<file path="config.mk">
export PLATFORM = sky130hd
export DESIGN_NAME = rsa_key_derivation_flat
export DESIGN_NICKNAME = d
export VERILOG_FILES = /design/src/design/rsakd_pkg.sv /design/src/design/rsakd_if.sv /design/src/design/rsa_key_derivation.sv /design/src/design/rsakd_div_unit.sv /design/src/flat_wrapper.sv
export SDC_FILE = /design/constraint.sdc
export NUM_CORES = 2
export LEC_CHECK = 0
export ABC_AREA = 0
export BUFFER_PORTS_ARGS = -buffer_cell sky130_fd_sc_hd__buf_2
export CAP_MARGIN = 10
export CORE_MARGIN = 3
export CORE_UTILIZATION = 55
export CTS_CLUSTER_SIZE = 12
export DETAILED_ROUTE_END_ITERATION = 7
export PLACE_DENSITY = 0.84
export SLEW_MARGIN = 10
export SYNTH_ARGS = -nofsm -noshare
export SYNTH_HDL_FRONTEND = slang
export SYNTH_SLANG_ARGS = --single-unit
export TNS_END_PERCENT = 20
</file>
<file path="constraint.sdc">
create_clock -name clk -period 8.9 [get_ports clk]
set_input_delay 1.335 -clock clk [delete_from_list [all_inputs] [get_ports clk]]
set_output_delay 1.335 -clock clk [all_outputs]
set_load 0.02 [all_outputs]
</file>
<file path="src/design/rsakd_pkg.sv">
`timescale 1ns / 1ps
`default_nettype none
package rsakd_pkg;

  localparam int PRIME_BITS = 16;
  localparam int WORD_BITS  = 32;
  localparam int COEF_BITS  = WORD_BITS + 2;

  typedef logic [PRIME_BITS-1:0]       prime_t;
  typedef logic [WORD_BITS-1:0]        word_t;
  typedef logic signed [COEF_BITS-1:0] coef_t;

  typedef struct packed {
    prime_t prime_p;
    prime_t prime_q;
    word_t  public_exp;
  } req_t;

  typedef struct packed {
    word_t modulus;
    word_t private_exp;
    word_t gcd_value;
  } rsp_t;

  typedef struct packed {
    logic  done;
    word_t remainder;
    coef_t product;
  } div_res_t;

endpackage
`default_nettype wire

</file>
<file path="src/design/rsakd_if.sv">
`timescale 1ns / 1ps
`default_nettype none
interface rsakd_req_if;
  logic              valid;
  logic              ready;
  rsakd_pkg::req_t   data;

  modport source (output valid, output data, input ready);
  modport sink (input valid, input data, output ready);
endinterface

interface rsakd_rsp_if;
  logic              valid;
  logic              ready;
  rsakd_pkg::rsp_t   data;

  modport source (output valid, output data, input ready);
  modport sink (input valid, input data, output ready);
endinterface
`default_nettype wire

</file>
<file path="src/design/rsa_key_derivation.sv">
// RSA private key derivation.
// A request on req carries two primes p and q and a public exponent e; the
// block answers with one response on rsp holding the modulus p*q, the
// private exponent d (Bezout coefficient of e modulo (p-1)*(q-1), folded
// positive) and gcd(e, (p-1)*(q-1)). A gcd other than one means d is no
// inverse.
// Both channels use valid/ready; a request is taken when both are high.
// One request is processed at a time and req.ready is high only while the
// block is idle. After acceptance, the products p*q and (p-1)*(q-1) are formed
// in turn on one shared 16x16 multiplier, then each Euclid step runs the
// bit-serial divider, which also accumulates quotient times coefficient, plus
// an update and a zero check. A new request is taken only once the previous
// one has finished and the block is back in idle.
// The response sits in an output register; a new request is accepted while it
// waits, and a finished result waits until the receiver has taken the
// previous one. Synchronous reset returns the block to idle and drops any
// pending response.
`timescale 1ns / 1ps
`default_nettype none
module rsa_key_derivation #(
  parameter int PRIME_WIDTH = 16
) (
  input  wire         clk,
  input  wire         rst,
  rsakd_req_if.sink   req,
  rsakd_rsp_if.source rsp
);

  localparam logic [rsakd_pkg::PRIME_BITS-1:0] PMASK =
    (PRIME_WIDTH >= rsakd_pkg::PRIME_BITS) ? '1 :
    rsakd_pkg::PRIME_BITS'((1 << PRIME_WIDTH) - 1);

  localparam logic [2:0] ST_IDLE    = 3'd0;
  localparam logic [2:0] ST_MUL_N   = 3'd1;
  localparam logic [2:0] ST_MUL_PHI = 3'd2;
  localparam logic [2:0] ST_CHECK   = 3'd3;
  localparam logic [2:0] ST_DIV     = 3'd4;
  localparam logic [2:0] ST_UPDATE  = 3'd5;
  localparam logic [2:0] ST_FINISH  = 3'd6;

  logic [2:0]             state;
  logic [2:0]             state_next;
  rsakd_pkg::prime_t      p;
  rsakd_pkg::prime_t      q;
  rsakd_pkg::word_t       e;
  rsakd_pkg::word_t       n;
  rsakd_pkg::word_t       phi;
  rsakd_pkg::word_t       r_prev;
  rsakd_pkg::word_t       r_cur;
  rsakd_pkg::coef_t       t_prev;
  rsakd_pkg::coef_t       t_cur;
  rsakd_pkg::prime_t      mul_a;
  rsakd_pkg::prime_t      mul_b;
  rsakd_pkg::word_t       prod;
  rsakd_pkg::word_t       d_val;
  logic                   div_start;
  logic                   out_free;
  rsakd_pkg::div_res_t    div;

  rsakd_div_unit u_div (
    .clk        (clk),
    .rst        (rst),
    .start      (div_start),
    .dividend   (r_prev),
    .divisor    (r_cur),
    .multiplier (t_cur),
    .res        (div)
  );

  assign req.ready = state == ST_IDLE;
  assign out_free  = !rsp.valid || rsp.ready;
  assign div_start = state == ST_CHECK && r_cur != '0;

  always_comb begin
    if (state == ST_MUL_PHI) begin
      mul_a = (p == '0) ? '0 : p - 1'b1;
      mul_b = (q == '0) ? '0 : q - 1'b1;
    end else begin
      mul_a = p;
      mul_b = q;
    end
    prod  = rsakd_pkg::WORD_BITS'(mul_a) * rsakd_pkg::WORD_BITS'(mul_b);
    d_val = t_prev[rsakd_pkg::WORD_BITS-1:0];
    if (t_prev < 0) begin
      d_val = phi + t_prev[rsakd_pkg::WORD_BITS-1:0];
    end
  end

  always_comb begin
    state_next = state;
    unique case (state)
      ST_IDLE: begin
        if (req.valid) begin
          state_next = ST_MUL_N;
        end
      end
      ST_MUL_N:   state_next = ST_MUL_PHI;
      ST_MUL_PHI: state_next = ST_CHECK;
      ST_CHECK:   state_next = (r_cur == '0) ? ST_FINISH : ST_DIV;
      ST_DIV: begin
        if (div.done) begin
          state_next = ST_UPDATE;
        end
      end
      ST_UPDATE:  state_next = ST_CHECK;
      ST_FINISH: begin
        if (out_free) begin
          state_next = ST_IDLE;
        end
      end
      default:    state_next = ST_IDLE;
    endcase
  end

  always_ff @(posedge clk) begin
    if (rst) begin
      state     <= ST_IDLE;
      rsp.valid <= 1'b0;
    end else begin
      state <= state_next;
      if (state == ST_FINISH && out_free) begin
        rsp.valid <= 1'b1;
      end else if (rsp.ready) begin
        rsp.valid <= 1'b0;
      end
    end
  end

  always_ff @(posedge clk) begin
    unique case (state)
      ST_IDLE: begin
        p <= req.data.prime_p & PMASK;
        q <= req.data.prime_q & PMASK;
        e <= req.data.public_exp;
      end
      ST_MUL_N: begin
        n <= prod;
      end
      ST_MUL_PHI: begin
        phi    <= prod;
        r_prev <= prod;
        r_cur  <= e;
        t_prev <= '0;
        t_cur  <= rsakd_pkg::coef_t'(1);
      end
      ST_UPDATE: begin
        r_prev <= r_cur;
        r_cur  <= div.remainder;
        t_prev <= t_cur;
        t_cur  <= t_prev - div.product;
      end
      ST_FINISH: begin
        if (out_free) begin
          rsp.data.modulus     <= n;
          rsp.data.private_exp <= d_val;
          rsp.data.gcd_value   <= r_prev;
        end
      end
      default: begin
      end
    endcase
  end

  // Each Euclid step must leave a remainder below the divisor it used.
  a_rem_below_divisor: assert property (@(posedge clk) disable iff (rst)
    state == ST_UPDATE |-> div.remainder < r_cur)
    else $error("remainder not below divisor");

  a_finish_zero_rem: assert property (@(posedge clk) disable iff (rst)
    state == ST_FINISH |-> r_cur == '0)
    else $error("finished with nonzero remainder");

  a_rsp_from_finish: assert property (@(posedge clk) disable iff (rst)
    $rose(rsp.valid) |-> $past(state) == ST_FINISH)
    else $error("response raised outside finish");

  a_div_idle_outside: assert property (@(posedge clk) disable iff (rst)
    div.done |-> state == ST_DIV)
    else $error("divider finished outside divide state");

endmodule
`default_nettype wire

</file>
<file path="src/design/rsakd_div_unit.sv">
`timescale 1ns / 1ps
`default_nettype none
// Restoring divider, one quotient bit per cycle. Each quotient bit also folds
// the multiplier into a running product, so the product equals quotient times
// multiplier when the division ends.
module rsakd_div_unit (
  input  wire                    clk,
  input  wire                    rst,
  input  wire                    start,
  input  wire rsakd_pkg::word_t  dividend,
  input  wire rsakd_pkg::word_t  divisor,
  input  wire rsakd_pkg::coef_t  multiplier,
  output rsakd_pkg::div_res_t    res
);

  localparam int CNT_W = $clog2(rsakd_pkg::WORD_BITS);

  logic                              busy;
  logic [CNT_W-1:0]                  cnt;
  rsakd_pkg::word_t                  dvd;
  rsakd_pkg::word_t                  rem;
  rsakd_pkg::coef_t                  acc;
  logic [rsakd_pkg::WORD_BITS:0]     rem_sh;
  logic [rsakd_pkg::WORD_BITS:0]     diff;
  logic                              ge;
  logic                              last;
  rsakd_pkg::coef_t                  acc_next;

  always_comb begin
    rem_sh   = {rem, dvd[rsakd_pkg::WORD_BITS-1]};
    diff     = rem_sh - {1'b0, divisor};
    ge       = rem_sh >= {1'b0, divisor};
    acc_next = (acc <<< 1) + (ge ? multiplier : rsakd_pkg::coef_t'(0));
    last     = cnt == CNT_W'(rsakd_pkg::WORD_BITS - 1);
  end

  always_ff @(posedge clk) begin
    if (rst) begin
      busy <= 1'b0;
      cnt  <= '0;
    end else if (start) begin
      busy <= 1'b1;
      cnt  <= '0;
    end else if (busy) begin
      cnt <= cnt + 1'b1;
      if (last) begin
        busy <= 1'b0;
      end
    end
  end

  always_ff @(posedge clk) begin
    if (start) begin
      dvd <= dividend;
      rem <= '0;
      acc <= '0;
    end else if (busy) begin
      dvd <= dvd << 1;
      rem <= ge ? diff[rsakd_pkg::WORD_BITS-1:0] : rem_sh[rsakd_pkg::WORD_BITS-1:0];
      acc <= acc_next;
    end
  end

  assign res.done      = busy && last;
  assign res.remainder = rem;
  assign res.product   = acc;

endmodule
`default_nettype wire
</file>
<file path="src/flat_wrapper.sv">
// flat-port wrapper written by rule: the top's interface ports become plain ports
module rsa_key_derivation_flat 
#(
  parameter int PRIME_WIDTH = 16
)
  (clk, rst, req_valid, req_data, req_ready, rsp_valid, rsp_data, rsp_ready);
  rsakd_req_if req_i ();
  rsakd_rsp_if rsp_i ();
  input  wire clk;
  input  wire rst;
  input wire logic [$bits(req_i.valid)-1:0] req_valid;
  input wire logic [$bits(req_i.data)-1:0] req_data;
  output wire logic [$bits(req_i.ready)-1:0] req_ready;
  output wire logic [$bits(rsp_i.valid)-1:0] rsp_valid;
  output wire logic [$bits(rsp_i.data)-1:0] rsp_data;
  input wire logic [$bits(rsp_i.ready)-1:0] rsp_ready;
  assign req_i.valid = req_valid;
  assign req_i.data = req_data;
  assign req_ready = req_i.ready;
  assign rsp_valid = rsp_i.valid;
  assign rsp_data = rsp_i.data;
  assign rsp_i.ready = rsp_ready;
  rsa_key_derivation #(.PRIME_WIDTH(PRIME_WIDTH)) u_core (.clk(clk), .rst(rst), .req(req_i), .rsp(rsp_i));
endmodule
</file>
==> results.md <==
- Dividing the detail-routed via count by the number of cells gives 5.933.
- The most crowded layer after global routing is met2.
- After detailed routing, the number of remaining DRC violations is 0.
- The number of global-route vias before repair came to 23707.
- The maximum level of the CTS H-tree is 2.
- The worst setup path is captured at a flop.
- The worst register-to-register path has a depth of 29.
- Sorting the synthesized cells by how often they occur yields nand2_1, edfxtp_1, inv_1.
- The synthesized netlist cell count is 3196.
- The arrival time at the worst endpoint is 9.02 ns.
- The flow ran to the end, and the final reports show no timing, DRC or antenna violations.
- The wire length of the first global-routing pass is 133.4 mm.
- The critical path class is flop to flop.
- The worst setup path endpoint is u_core.r_prev[26].
- The final non-filler cell total is 4189.
- The clock tree from TritonCTS is built.
- Post-CTS timing repair inserted 0 buffers for setup.
- For this run, the detailed router's first-pass iteration total came to 6.
- The top cell type by area accounts for 36.11% of the synthesized area.
- In this run, synthesis inferred 388 flip-flops with an integrated enable.
- The die is 248.2 µm tall.
- In the post-synthesis netlist, the cell with the most instances is nand2_1.
- In the final design database the tool counted 3887 nets.
- The number of antenna violations at the first check in global routing is 8.
- In this run, post-CTS hold repair placed 0 buffers.
- For this run, asynchronously set or reset flops after synthesis account for 0%.
- Global routing consumed, on the met3 layer, 6.480% of the routing resources.
- The worst endpoint required time is 9.30 ns.
- The clock sink total is 464.
- The global-route total usage across every layer is 28.16%.
- The post-synthesis sequential element count is 464.
- The kind of cell with the highest combined delay along the critical path is adder cells.
- The highest fanout seen on the critical path is 7.
- The clock period minus worst slack is 8.621 ns.
- On the critical path, the stage with the largest delay is an instance of xor2_1.
- Entering global routing, the biggest net connects 76 pins.
- The final critical path takes up 96.87% of the cycle.
- The number of DRC markers after the initial detailed-route iteration is 2730.
- The path class of the tightest hold or removal check is flop to flop.
- The area enclosed by the die boundary is 61620 µm².
- The fmax is 116.0 MHz.
- For this run the aggregate overflow at the end of global routing stands at 0.
- The buffer levels on the longest clock path is 3.
- The critical path crosses 29 cells after its start point.
- Dividing the detail-routed wire length by the instance count gives 20.89 µm.
- Among all flip-flop cells after synthesis, the most frequent one is edfxtp_1.
- After clock tree synthesis, the clock-pin slew on the worst setup and hold paths is 0.06 ns.
- Headroom to the max-slew limit came out at 27.22%.
- Measured on the finished design, the core utilization comes to 62.13%.
- The half-perimeter wire length after placement is 65.92 mm.
- For this block, the via count after detailed routing is 24853.
- The sum of buffers and inverters on the critical path is 4.
- The instance count along the most critical hold path is 0.
- The worst register-to-register path begins at u_core.state[0].
- The die is 248.2 µm wide.
- The total area inside the core boundary comes to 57920 µm².
- The post-synthesis to final-layout area growth is 11.51%.
- The count of placed standard cells including taps is 4096.
- The routed wire length is 87.49 mm.
- The clock reaches the later pin of the worst-skew pair after 0.61 ns.
- The endpoint identified for the worst register-to-register timing path is u_core.r_prev[26].
- The count of buffers added on input and output ports is 165.
- The cell that appears most often on the critical path is fa_1.
- The worst slack on hold paths is 0.4164 ns.
- In this design, the stage delay of the slowest critical-path cell is 0.53 ns.
- Summed over all instances, the cell type with the most area after synthesis is edfxtp_1.
- In this run, distinct cell masters in the synthesized netlist total 86.
- The initial core utilization is 55.72%.
- For met1 alone, demand over resource in global routing was 39.50%.
- Setup repair after global routing could not meet its margin everywhere.
- The met2 global-route usage is 42.46%.
- The tool flagged a number of max-cap violations equal to 0.
- The most critical setup path has its startpoint at u_core.state[0].
- The detail route stage leaves a number of antenna-violating nets equal to 0.
- STA classifies the critical path startpoint as a flop.
- In this run the cell area of the synthesized design comes to 32270 µm².
- The floorplan has 88 rows.
- The worst-margin pin slew is 1.092 ns.
- Of the cells placed in the final design, the portion with a size suffix greater than 1 is 12.09%.
- The mean instance size in the synthesized netlist is 10.10 µm².
- Clock tree synthesis selected as its root buffer the cell clkbuf_16.
- The number of pins exceeding their max-slew limit in the final report was 0.
- The number of nets handed over by synthesis was 3699.
- The congestion estimate from routability-driven global placement came to 0.9989.
- The sequential fraction of the synthesis area is 40.82%.
- The final-layout fill cell count is 4619.
- Pin placement for this block handled 166 I/O pins.
- The Yosys step of the flow raised 0 warnings.
- On the final layout, the worst clock skew is 0.03335 ns.
- The reg2reg setup slack is 0.28 ns.
- The number of setup violations in the final report is 0.
- Yosys attributes the largest share of cell area to edfxtp_1, fa_1, ha_1, nand2_1, dfxtp_1.
- The number of hold-slack violations in the final timing report came to 0.
- The number of buffers created by CTS is 51.
## final cells by class
class,count,area (µm²),area share [%]
repair buffers,243,1435,3.988
diodes,1,2.502,0.006954
clock inverters,24,211.5,0.5876
well taps,765,957.2,2.660
flip-flops and latches,464,13180,36.62
multi-input cells,2281,17510,48.65
inverters,343,1292,3.592
clock buffers,68,1403,3.898
## worst register-to-register path, delay by kind of cell (launching register included)
family | cells | cell delay (ns)
buffers and inverters | 4 | 0.25
xor gates and xnor gates | 1 | 0.53
AOI/OAI and AO/OA | 3 | 0.71
DFF | 1 | 0.31
muxes | 1 | 0.47
and+or+nand+nor | 13 | 3.00
adders and majority gates | 7 | 3.17
## cell families (layout without fill, tap and decap cells)
group	Yosys count	in the layout	synth area share (%)
XOR/XNOR	146	146	3.963
multiplexers	71	71	2.330
flip-flops	464	464	40.82
AND/OR/NAND/NOR	1069	1069	15.12
other	0	1	0
buffers and inverters	451	678	5.432
AO/OA/AOI/OAI	560	560	10.86
adder cells (fa/ha/maj)	435	435	21.47
## flip-flops by register name, summed over array words and instances (netlist names)
signal,cells
u_core.p,16
u_core.u_div.rem,32
u_core.rsp.valid,1
u_core.u_div.dvd,32
u_core.t_cur,34
u_core.t_prev,34
u_core.n,32
u_core.phi,32
u_core.u_div.acc,34
u_core.q,16
u_core.u_div.cnt,5
u_core.state,3
u_core.e,32
u_core.rsp.data,96
u_core.u_div.busy,1
u_core.r_prev,32
u_core.r_cur,32
## per-layer routing
metal,routed length (µm),vias up
li1,-,11352
met1,35250,11968
met2,38460,1288
met3,9615,241
met4,4141,4
met5,24,-
## worst min path at each step
stage / endpoint / start / slack, ns
2_1_floorplan: u_core.rsp.data[64] / u_core.n[0] / 0.40
3_3_place_gp: u_core.rsp.data[84] / u_core.n[20] / 0.40
3_5_place_dp: u_core.rsp.data[73] / u_core.n[9] / 0.40
4_1_cts: u_core.rsp.data[81] / u_core.n[17] / 0.42
5_1_grt: u_core.rsp.data[81] / u_core.n[17] / 0.43
6_report: u_core.rsp.data[94] / u_core.n[30] / 0.42
## stage by stage
stage	setup WS [ns]	area (µm²)	setup TNS, ns
final	0.2786	35980	0
after detailed placement	-0.1517	34250	-0.1517
after global routing	-0.08155	35980	-0.1112
after CTS	0.001631	35890	0
after global placement	0.1291	34250	0
after floorplan	0.2837	32270	0
## timing repair
action                                  in CTS  in global routing
resized for setup                            8                 20
pin swaps                                    0                  2
endpoints found under the setup margin       1                 18
## layout by cell type (no fill, tap or decap), types with 75 or more instances in the layout
cell type,instances
dfxtp_1,75
edfxtp_1,388
buf_2,165
nor2_1,268
buf_4,75
xnor2_1,97
nand2_1,447
fa_1,198
a21oi_1,170
o21ai_0,139
inv_1,342
ha_1,237
Power is not shown: default switching activity piles up to over one toggle a cycle in this logic, so the estimate is an artifact.
